## config.mk

```make
export PLATFORM = sky130hd
export DESIGN_NAME = nflog_to_ethernet_reframer
export DESIGN_NICKNAME = d
export VERILOG_FILES = /design/src/hdl/nfe_pkg.sv /design/src/hdl/nflog_to_ethernet_reframer.sv
export SDC_FILE = /design/constraint.sdc
export NUM_CORES = 1
export LEC_CHECK = 0
export ABC_CLOCK_PERIOD_IN_PS = 3450
export BUFFER_PORTS_ARGS = -buffer_cell sky130_fd_sc_hd__buf_2
export CAP_MARGIN = 20
export CORE_MARGIN = 2
export CORE_UTILIZATION = 40
export DETAILED_ROUTE_END_ITERATION = 12
export HOLD_SLACK_MARGIN = 0.02
export PLACE_DENSITY = 0.65
export SLEW_MARGIN = 5
export SYNTH_ARGS = -nofsm -noshare
export SYNTH_HDL_FRONTEND = slang
export SYNTH_SLANG_ARGS = --single-unit
```

## constraint.sdc

```tcl
create_clock -name clk_i -period 3.45 [get_ports clk_i]
set_input_delay 0.5175 -clock clk_i [delete_from_list [all_inputs] [get_ports clk_i]]
set_output_delay 0.5175 -clock clk_i [all_outputs]
set_load 0.01 [all_outputs]
```

## src/hdl/nfe_pkg.sv

```systemverilog
// Package for the NFLOG-to-Ethernet reframer: record phases, status codes,
// configuration register indexes and reset values. No dependencies.
`timescale 1ns / 1ps

package nfe_pkg;

  localparam int unsigned CfgIdxW  = 3;
  localparam int unsigned CfgDataW = 48;
  localparam int unsigned AddrW    = 48;
  localparam int unsigned ByteCntW = 16;
  localparam int unsigned HdrCntW  = 4;

  localparam logic [ByteCntW-1:0] MaxFrameBytes = 16'hFFFF;
  localparam logic [HdrCntW-1:0]  HdrLastIdx    = 4'd13;

  localparam logic [AddrW-1:0] FirstAddrRst    = 48'h1111_1111_1111;
  localparam logic [AddrW-1:0] SecondAddrRst   = 48'h2222_2222_1111;
  localparam logic [15:0]      EthertypeRst    = 16'h0800;
  localparam logic [7:0]       AcceptFamilyRst = 8'h02;
  localparam logic [15:0]      PayloadTypeRst  = 16'h0009;

  // Configuration register indexes
  localparam logic [CfgIdxW-1:0] CfgFirstAddr    = 3'd0;
  localparam logic [CfgIdxW-1:0] CfgSecondAddr   = 3'd1;
  localparam logic [CfgIdxW-1:0] CfgEthertype    = 3'd2;
  localparam logic [CfgIdxW-1:0] CfgAcceptFamily = 3'd3;
  localparam logic [CfgIdxW-1:0] CfgPayloadType  = 3'd4;

  typedef enum logic [1:0] {
    ST_DATA = 2'd0,
    ST_DROP = 2'd1,
    ST_MALF = 2'd2
  } status_e;

  typedef enum logic [4:0] {
    PH_HDR     = 5'b00001,
    PH_TLV     = 5'b00010,
    PH_SKIP    = 5'b00100,
    PH_PAY     = 5'b01000,
    PH_DISCARD = 5'b10000
  } phase_e;

endpackage

```

## src/hdl/nflog_to_ethernet_reframer.sv

```systemverilog
// NFLOG-to-Ethernet reframer top level: frame parser, header generator and
// two-entry output stage. Depends on nfe_pkg.
`timescale 1ns / 1ps

// Usage
//   Input channel: one NFLOG frame byte per transaction (in_byte_i) with
//   in_last_i on the final byte. Output channel: one Ethernet byte per
//   transaction with out_last_o on the final one; out_status_o is 0 for data,
//   1 when the frame was dropped for a wrong family byte, 2 when malformed.
//   Dropped and malformed frames give a single status transaction (byte 0).
//   Configuration: cfg_wr_en_i writes cfg_data_i into register cfg_index_i;
//   write only while no frame is in flight.
// Timing
//   Every input byte is parsed in the cycle it is accepted; its result is
//   registered in the output or skid register. One byte is accepted per cycle
//   while in_stall_o is low. When the payload record header completes, the
//   input stalls as the 14 header bytes go out, one per cycle while the skid is empty.
// Stall behavior
//   A skid register behind the output register takes one result while the
//   receiver stalls; the input stall comes from registers only.
// Reset
//   All frame state clears, the output channel empties, and the
//   configuration registers return to their default values.
module nflog_to_ethernet_reframer
  import nfe_pkg::*;
(
  input  logic                clk_i,
  input  logic                rst_ni,
  input  logic                cfg_wr_en_i,
  input  logic [CfgIdxW-1:0]  cfg_index_i,
  input  logic [CfgDataW-1:0] cfg_data_i,
  input  logic                in_valid_i,
  output logic                in_stall_o,
  input  logic [7:0]          in_byte_i,
  input  logic                in_last_i,
  output logic                out_valid_o,
  input  logic                out_stall_i,
  output logic [7:0]          out_byte_o,
  output logic                out_last_o,
  output logic [1:0]          out_status_o
);

  // Configuration registers
  logic [AddrW-1:0] first_addr_q, second_addr_q;
  logic [15:0]      ethertype_q, payload_type_q;
  logic [7:0]       accept_family_q;

  // Frame state
  phase_e              phase_q, phase_d;
  logic [ByteCntW-1:0] byte_count_q, byte_count_d;
  logic [15:0]         rec_len_q, rec_len_d;
  logic [7:0]          rec_type_lo_q, rec_type_lo_d;
  logic                family_bad_q, family_bad_d;

  // Header generator
  logic               hdr_busy_q;
  logic [HdrCntW-1:0] hdr_cnt_q;
  logic               hdr_last_q;
  logic               hdr_start;
  logic [7:0]         hdr_byte;

  // Output stage: output register plus skid register
  logic       out_valid_q, skid_valid_q;
  logic [7:0] out_byte_q, skid_byte_q;
  logic       out_last_q, skid_last_q;
  logic [1:0] out_status_q, skid_status_q;

  // Item produced this cycle
  logic       in_fire;
  logic       p_in_valid, p_valid, p_last, p_in_last;
  logic [7:0] p_in_byte, p_byte;
  logic [1:0] p_in_status, p_status;
  logic       hdr_emit;

  logic                over;
  logic [16:0]         len_round;
  logic [15:0]         rec_type_full;

  assign in_stall_o = hdr_busy_q | skid_valid_q;
  assign in_fire    = in_valid_i & ~in_stall_o;

  // Configuration writes
  always_ff @(posedge clk_i or negedge rst_ni) begin
    if (!rst_ni) begin
      first_addr_q    <= FirstAddrRst;
      second_addr_q   <= SecondAddrRst;
      ethertype_q     <= EthertypeRst;
      accept_family_q <= AcceptFamilyRst;
      payload_type_q  <= PayloadTypeRst;
    end else if (cfg_wr_en_i) begin
      unique case (cfg_index_i)
        CfgFirstAddr:    first_addr_q    <= cfg_data_i[AddrW-1:0];
        CfgSecondAddr:   second_addr_q   <= cfg_data_i[AddrW-1:0];
        CfgEthertype:    ethertype_q     <= cfg_data_i[15:0];
        CfgAcceptFamily: accept_family_q <= cfg_data_i[7:0];
        CfgPayloadType:  payload_type_q  <= cfg_data_i[15:0];
        default: ;  // unmapped index: ignore
      endcase
    end
  end

  // Parse one accepted byte
  assign over          = (byte_count_q == MaxFrameBytes);
  assign rec_type_full = {in_byte_i, rec_type_lo_q};
  // Round the record length up to a multiple of four, minus the 4-byte record header
  assign len_round     = (({1'b0, rec_len_q} + 17'd3) & ~17'd3) - 17'd4;

  always_comb begin
    phase_d       = phase_q;
    byte_count_d  = byte_count_q;
    rec_len_d     = rec_len_q;
    rec_type_lo_d = rec_type_lo_q;
    family_bad_d  = family_bad_q;
    hdr_start     = 1'b0;
    p_in_valid    = 1'b0;
    p_in_byte     = in_byte_i;
    p_in_last     = in_last_i;
    p_in_status   = ST_DATA;

    if (in_fire) begin
      if (!over) begin
        byte_count_d = byte_count_q + 16'd1;
      end

      unique case (phase_q)
        PH_HDR: begin
          if (byte_count_q == '0 && in_byte_i != accept_family_q) begin
            family_bad_d = 1'b1;
            phase_d      = PH_DISCARD;
          end else if (over) begin
            phase_d = PH_DISCARD;
          end else if (byte_count_q == 16'd3) begin
            phase_d = PH_TLV;
          end
        end
        PH_TLV: begin
          if (over) begin
            phase_d = PH_DISCARD;
          end else begin
            case (byte_count_q[1:0])
              2'd0: rec_len_d = {8'd0, in_byte_i};
              2'd1: rec_len_d = {in_byte_i, rec_len_q[7:0]};
              2'd2: rec_type_lo_d = in_byte_i;
              default: begin
                rec_type_lo_d = 8'd0;
                if (rec_type_full == payload_type_q) begin
                  hdr_start = 1'b1;
                  phase_d   = PH_PAY;
                end else if (rec_len_q < 16'd4) begin
                  phase_d = PH_DISCARD;
                end else begin
                  rec_len_d = len_round[15:0];
                  phase_d   = (len_round[15:0] != '0) ? PH_SKIP : PH_TLV;
                end
              end
            endcase
          end
        end
        PH_SKIP: begin
          if (over) begin
            phase_d = PH_DISCARD;
          end else begin
            rec_len_d = rec_len_q - 16'd1;
            if (rec_len_q == 16'd1) begin
              phase_d = PH_TLV;
            end
          end
        end
        PH_PAY: begin
          p_in_valid = 1'b1;  // forward the payload byte
        end
        PH_DISCARD: ;  // swallow
        default: ;
      endcase

      if (in_last_i) begin
        // Frames that never reached the payload end in one status transaction
        if (phase_d != PH_PAY) begin
          p_in_valid  = 1'b1;
          p_in_byte   = 8'd0;
          p_in_last   = 1'b1;
          p_in_status = family_bad_d ? ST_DROP : ST_MALF;
        end
        phase_d       = PH_HDR;
        byte_count_d  = '0;
        rec_len_d     = '0;
        rec_type_lo_d = '0;
        family_bad_d  = 1'b0;
      end
    end
  end

  always_ff @(posedge clk_i or negedge rst_ni) begin
    if (!rst_ni) begin
      phase_q       <= PH_HDR;
      byte_count_q  <= '0;
      rec_len_q     <= '0;
      rec_type_lo_q <= '0;
      family_bad_q  <= 1'b0;
    end else begin
      phase_q       <= phase_d;
      byte_count_q  <= byte_count_d;
      rec_len_q     <= rec_len_d;
      rec_type_lo_q <= rec_type_lo_d;
      family_bad_q  <= family_bad_d;
    end
  end

  // Header generator: 14 bytes, one per cycle, while the skid register is free
  assign hdr_emit = hdr_busy_q & ~skid_valid_q;

  always_comb begin
    case (hdr_cnt_q)
      4'd0:    hdr_byte = first_addr_q[47:40];
      4'd1:    hdr_byte = first_addr_q[39:32];
      4'd2:    hdr_byte = first_addr_q[31:24];
      4'd3:    hdr_byte = first_addr_q[23:16];
      4'd4:    hdr_byte = first_addr_q[15:8];
      4'd5:    hdr_byte = first_addr_q[7:0];
      4'd6:    hdr_byte = second_addr_q[47:40];
      4'd7:    hdr_byte = second_addr_q[39:32];
      4'd8:    hdr_byte = second_addr_q[31:24];
      4'd9:    hdr_byte = second_addr_q[23:16];
      4'd10:   hdr_byte = second_addr_q[15:8];
      4'd11:   hdr_byte = second_addr_q[7:0];
      4'd12:   hdr_byte = ethertype_q[15:8];
      4'd13:   hdr_byte = ethertype_q[7:0];
      default: hdr_byte = 8'd0;
    endcase
  end

  always_ff @(posedge clk_i or negedge rst_ni) begin
    if (!rst_ni) begin
      hdr_busy_q <= 1'b0;
      hdr_cnt_q  <= '0;
      hdr_last_q <= 1'b0;
    end else if (hdr_start) begin
      hdr_busy_q <= 1'b1;
      hdr_cnt_q  <= '0;
      hdr_last_q <= in_last_i;  // empty payload: header carries the frame end
    end else if (hdr_emit) begin
      hdr_cnt_q <= hdr_cnt_q + 4'd1;
      if (hdr_cnt_q == HdrLastIdx) begin
        hdr_busy_q <= 1'b0;
      end
    end
  end

  // Merge the two producers; they never fire in the same cycle
  assign p_valid  = hdr_emit | p_in_valid;
  assign p_byte   = hdr_emit ? hdr_byte : p_in_byte;
  assign p_last   = hdr_emit ? (hdr_last_q & (hdr_cnt_q == HdrLastIdx)) : p_in_last;
  assign p_status = hdr_emit ? ST_DATA : p_in_status;

  // Output stage control
  always_ff @(posedge clk_i or negedge rst_ni) begin
    if (!rst_ni) begin
      out_valid_q  <= 1'b0;
      skid_valid_q <= 1'b0;
    end else if (!out_valid_q || !out_stall_i) begin
      out_valid_q  <= skid_valid_q | p_valid;
      skid_valid_q <= skid_valid_q & p_valid;
    end else if (p_valid) begin
      skid_valid_q <= 1'b1;
    end
  end

  // Output stage payload
  always_ff @(posedge clk_i) begin
    if (!out_valid_q || !out_stall_i) begin
      if (skid_valid_q) begin
        out_byte_q    <= skid_byte_q;
        out_last_q    <= skid_last_q;
        out_status_q  <= skid_status_q;
        skid_byte_q   <= p_byte;
        skid_last_q   <= p_last;
        skid_status_q <= p_status;
      end else begin
        out_byte_q   <= p_byte;
        out_last_q   <= p_last;
        out_status_q <= p_status;
      end
    end else if (p_valid) begin
      skid_byte_q   <= p_byte;
      skid_last_q   <= p_last;
      skid_status_q <= p_status;
    end
  end

  assign out_valid_o  = out_valid_q;
  assign out_byte_o   = out_byte_q;
  assign out_last_o   = out_last_q;
  assign out_status_o = out_status_q;

  // Header insertion must hold off the input
  a_hdr_stalls_input: assert property (@(posedge clk_i) disable iff (!rst_ni)
    hdr_busy_q |-> in_stall_o)
    else $error("input not stalled during header insertion");

  // Skid register is only filled behind a held output register
  a_skid_behind_out: assert property (@(posedge clk_i) disable iff (!rst_ni)
    skid_valid_q |-> out_valid_q)
    else $error("skid register full with output register empty");

  // Payload record match starts the header generator
  a_hdr_start: assert property (@(posedge clk_i) disable iff (!rst_ni)
    hdr_start |=> hdr_busy_q && hdr_cnt_q == '0)
    else $error("header generator did not start");

  // Status transactions close the frame and carry a zero byte
  a_status_item: assert property (@(posedge clk_i) disable iff (!rst_ni)
    out_valid_q && out_status_q != ST_DATA |-> out_last_q && out_byte_q == 8'd0)
    else $error("malformed status transaction");

  // Header counter stays within the 14 header bytes
  a_hdr_cnt_range: assert property (@(posedge clk_i) disable iff (!rst_ni)
    hdr_busy_q |-> hdr_cnt_q <= HdrLastIdx)
    else $error("header counter out of range");

endmodule

```

==> reports/results.txt, run 1 <==
ys async rst share - 89.6%
Post-Route Utilization - 46.9%
CTS Root Cell - clkbuf_16
die area - 29800 µm²
WP data required - 3.91 ns
Routability Congestion - 0.920
CTS sink cnt - 212
Hold WC Path Type - input pin to asynchronous set/reset pin
Gate Count Post-Synth - 1043
die height - 173 µm
# port buffers - 77
Ys Warns - 0
clk_lat worst skew - 0.52 ns
Rows - 61
Setup WS post-layout - 0.360 ns
PwrDens - 844 nW/µm²
Unique masters post-synth - 82
Fmax - 0.324 GHz
Pwr Total - 11.0 mW
WL per Instance - 19.8 µm
final number of setup-violating endpoints - 0
Setup TNS Final - 0 ns
critical path arrival - 3.55 ns
vias - 8564
skew final - 0.0185 ns
Inst Count DP - 1455
ys flop type - dfrtp_1
Reg clk slew, reported paths - 0.06 ns
CTS max path bufs - 3
max-capacitance violation count - 0
fin cells - 1499
Avg Vias per Cell - 5.71
detailed placer's ending HPWL - 20.7 mm
Largest stage delay, worst path - 0.50 ns
syn_area_per_cell - 10.9 µm²
post-synthesis sequential area ratio - 47.8%
IO Count - 78
Setup crit end kind - flip-flop
CP Class - flip-flop to flip-flop
final wirelength - 29.6 mm
Netlist Area Pre-Place - 11400 µm²
Initial DRT Pass Iterations - 5
placeable core area - 27900 µm²
Final period util - 89.6%
CP cell instances - inv_1 -> ha_2 -> xor2_1 -> ha_1 -> inv_1 -> a211oi_4 -> o21ai_1 -> a32oi_1 -> xor2_1 -> nand4_1 -> nor4_2 -> a211o_1
final hold viol count - 0
Post-Place Cell Area - 12200 µm²
worst slew pin tran - 1.01 ns
CTS H-tree depth - 1
die width - 173 µm
Critical Path Fanout Max - 12
status - finished clean
CP delay by family, top - compound AO/OA/AOI/OAI gates
CTS tree - done
overflow left after global routing - 0
drt drc - 0
share of layout cells above drive strength 1 - 31.3%
# diodes - 0
Area Growth Syn to Fin - 14.9%
cts repair resizes - 0
EDFF count, synth - 22
Yosys reg bits - 212
Place WS - 0.235 ns
post-synth net total - 1120
CP Buf/Inv Count - 2
Detail Route Antenna Nets - 0
first-pass GRT wire length - 48.1 mm
Crit-path slowest cell - dfrtp_1
Fin Hold WS - 0.0590 ns
initial core utilization - 40.8%
crit path launch type - flip-flop
initial drt markers - 666
VDD IR-drop max - 0.453 mV
setup bufs post-CTS - 0
Pins Over Slew Limit - 0
minimum clock period after layout - 3.09 ns
static leakage - 5.34 nW
RSZ-0062 raised after global routing - no
largest net degree at the start of global routing - 89
Finished Cell Area - 13100 µm²
slew margin rel. - 31.9%
total track usage - 19.7%
CTS Hold Bufs - 0
Final nets - 1180
vias in the first global route - 8663
CTS Buf Count - 24
initial antenna violation count - 0
-- area by class of cell --
class	instances	area, µm²
Multi-Input combinational cell	734	5580
Clock inverter	11	156
Timing Repair Buffer	114	684
Tap cell	378	473
Fill cell	2626	14800
Sequential cell	212	5450
Inverter	17	63.8
Clock buffer	33	686
-- synthesized netlist by cell type, drive strengths merged (23+ instances only) --
cell type | n | area (µm²)
nor2 | 67 | 259
dfstp | 29 | 762
nand2 | 65 | 244
clkbuf | 47 | 176
a21oi | 43 | 215
dfrtp | 161 | 4030
mux2 | 142 | 1600
a22oi | 23 | 173
buf | 33 | 176
nand3 | 25 | 125
xnor2 | 38 | 340
o21ai | 54 | 270
xor2 | 25 | 219
-- sequential cells by signal, indices dropped and copies added, names as in the netlist, 16 cells and up --
register        flops
byte_count_q       16
ethertype_q        16
first_addr_q       48
payload_type_q     16
rec_len_q          16
second_addr_q      48
-- cell usage in the layout, fill, tap and decap left out, types with 7 or more instances in the layout --
cell type	n
buf_2	76
xnor2_1	37
a31oi_1	13
nor3_1	17
a21o_1	10
clkbuf_16	25
a221o_1	9
and2_1	9
edfxtp_1	22
xor2_1	25
a21oi_1	43
nand2_1	65
nand4_1	15
and3_1	8
o21ai_1	7
mux2_2	141
or3_1	9
buf_4	36
dfstp_2	29
o211ai_1	8
o31ai_1	7
a22oi_1	23
a221oi_1	12
ha_1	11
nand3_1	25
inv_1	17
nor4_1	8
a22o_1	15
o21ai_0	47
dfrtp_1	161
nor2_1	64
-- cells by family after synthesis --
group / Yosys count / synth area share [%]
AOI/OAI and AO/OA: 235 / 14.3
buffers and inverters: 97 / 3.66
adders and majority gates: 12 / 1.32
xor gates and xnor gates: 63 / 4.91
and+or+nand+nor: 276 / 13.0
muxes: 148 / 14.9
DFF: 212 / 47.8
-- power breakdown --
part           switching [mW]  internal (mW)
Clock                    1.01           1.69
Combinational            2.55           1.91
Sequential              0.603           3.28
Total                    4.17           6.88
-- per-layer routing --
layer  part of all wire (%)  GRT usage [%]
met4                    2.0           4.59
met5                      0              0
met1                     45           26.9
met3                    5.8           3.17
met2                     47           32.9
-- worst paths after layout --
check                                 from                end  slack (ns)  cells past startpoint
max                           rec_len_q[1]         phase_q[1]        0.36                     12
min                                 rst_ni    byte_count_q[6]        0.06                      1
max reg2reg                   rec_len_q[1]         phase_q[1]        0.36                     12
min reg2reg                first_addr_q[7]    first_addr_q[7]        0.51                      1
max in group asynchronous           rst_ni  second_addr_q[12]        2.49                      2
min in group clk_i          cfg_data_i[21]  second_addr_q[21]        0.24                      2
Power figures use the tool's default switching activity.
==> run 2, diff against run 1 <==
--- a/config.mk
+++ b/config.mk
@@ -6,13 +6,13 @@
 export NUM_CORES = 1
 export LEC_CHECK = 0
 export ABC_CLOCK_PERIOD_IN_PS = 3450
-export BUFFER_PORTS_ARGS = -buffer_cell sky130_fd_sc_hd__buf_2
 export CAP_MARGIN = 20
 export CORE_MARGIN = 2
 export CORE_UTILIZATION = 40
 export DETAILED_ROUTE_END_ITERATION = 12
+export DONT_BUFFER_PORTS = 1
 export HOLD_SLACK_MARGIN = 0.02
-export PLACE_DENSITY = 0.65
+export PLACE_DENSITY = 0.62
 export SLEW_MARGIN = 5
 export SYNTH_ARGS = -nofsm -noshare
 export SYNTH_HDL_FRONTEND = slang
==> reports/results.txt, run 2 (synthesized netlist as in run 1, its figures left out) <==
status - complete, but fails checks
failing checks - hold timing
CP cell instances - inv_1 -> ha_2 -> xor2_1 -> ha_1 -> inv_1 -> a211oi_4 -> o211ai_1 -> nor2_1 -> a31o_1 -> a31oi_1 -> nor4_1 -> a211o_1
Post-Place Cell Area - 11700 µm²
setup bufs post-CTS - 0
share of layout cells above drive strength 1 - 25.5%
critical path arrival - 3.59 ns
most frequent cells in the layout - dfrtp_1 (161), mux2_2 (141), nand2_1 (65)
Pins Over Slew Limit - 0
top flop regs - first_addr_q: 48 flops, second_addr_q: 48 flops
worst slew pin tran - 1.04 ns
Final period util - 91.0%
CP Buf/Inv Count - 2
vias - 8249
PwrDens - 861 nW/µm²
initial core utilization - 40.8%
Setup crit end kind - flip-flop
Avg Vias per Cell - 5.85
CTS tree - done
initial antenna violation count - 0
Hold WC Path Type - input pin to asynchronous set/reset pin
static leakage - 4.98 nW
Final nets - 1091
detailed placer's ending HPWL - 20.5 mm
VDD IR-drop max - 0.482 mV
Area Growth Syn to Fin - 10.8%
CTS Buf Count - 24
minimum clock period after layout - 3.14 ns
Crit-path slowest cell - dfrtp_1
worst flop-to-flop path startpoint - rec_len_q[1]
initial drt markers - 622
overflow left after global routing - 0
drt drc - 0
vias in the first global route - 8319
max-capacitance violation count - 0
WL per Instance - 20.9 µm
Setup TNS Final - 0 ns
Reg clk slew, reported paths - 0.06 ns
Post-Route Utilization - 45.2%
crit path launch type - flip-flop
most common cell after layout, fill and taps aside - dfrtp_1
CP delay by family, top - compound AO/OA/AOI/OAI gates
Pwr Total - 10.9 mW
CP Class - flip-flop to flip-flop
skew final - 0.0293 ns
Finished Cell Area - 12600 µm²
Largest stage delay, worst path - 0.52 ns
slew margin rel. - 30.2%
Detail Route Antenna Nets - 0
Routability Congestion - 0.907
RSZ-0062 raised after global routing - no
clk_lat worst skew - 0.53 ns
die area - 29800 µm²
first-pass GRT wire length - 48.1 mm
die width - 173 µm
final wirelength - 29.5 mm
final hold viol count - 176
die height - 173 µm
CTS Root Cell - clkbuf_16
Fmax - 0.318 GHz
WP data required - 3.90 ns
Fin Hold WS - -0.295 ns
placeable core area - 27900 µm²
largest net degree at the start of global routing - 191
CTS sink cnt - 212
total track usage - 19.7%
final number of setup-violating endpoints - 0
CTS H-tree depth - 1
Most common cell on crit path - inv_1
start point of the critical path - rec_len_q[1]
IO Count - 78
Initial DRT Pass Iterations - 5
# port buffers - 0
Rows - 61
Critical Path Fanout Max - 12
# diodes - 0
CTS max path bufs - 3
run 2: timing repair:
action | 4_1_cts | 5_1_grt
setup endpoints to repair | 0 | 1
resized for setup | 0 | 1
endpoints found under the hold margin | 190 | 190
run 2: final timing paths:
kind,end,slack [ns],cells past startpoint
worst max-delay path,phase_q[1],0.31,12
worst min-delay path,accept_family_q[2],-0.29,0
worst max register to register,phase_q[1],0.31,12
worst min register to register,second_addr_q[47],0.50,1
max in group asynchronous,phase_q[0],3.39,0
min in group clk_i,rec_len_q[1],0.11,1
run 2: layout make-up:
class / instances / area (µm²)
fill: 2643 / 15300
tap: 378 / 473
timing repair buffer: 25 / 188
clock inverter: 11 / 185
multi-input combinational: 734 / 5570
inverter: 17 / 63.8
clock buffer: 33 / 696
sequential: 212 / 5450
run 2: routing by layer:
metal	GRT usage (%)	wire, µm	vias to the layer above
met2	31.7	13600	223
met4	3.67	454	0
met1	27.8	13500	4200
met5	0	0	-
met3	4.22	1940	41
li1	-	-	3785
run 2: stage by stage:
stage                     std cells  setup slack (ns)  hold slack, ns
final                          1410             0.309          -0.295
after global routing           1410            0.0703          -0.323
after CTS                      1410             0.256          -0.328
after detailed placement       1366             0.280           0.231
after global placement         1366             0.354           0.228
after floorplan                1043             0.348           0.222
run 2: power breakdown:
| group | leakage, nW | switching (mW) | internal [mW] |
|---|---|---|---|
| logic | 2.02 | 2.32 | 1.78 |
| registers | 2.54 | 0.706 | 3.29 |
| clock network | 0.427 | 1.05 | 1.72 |
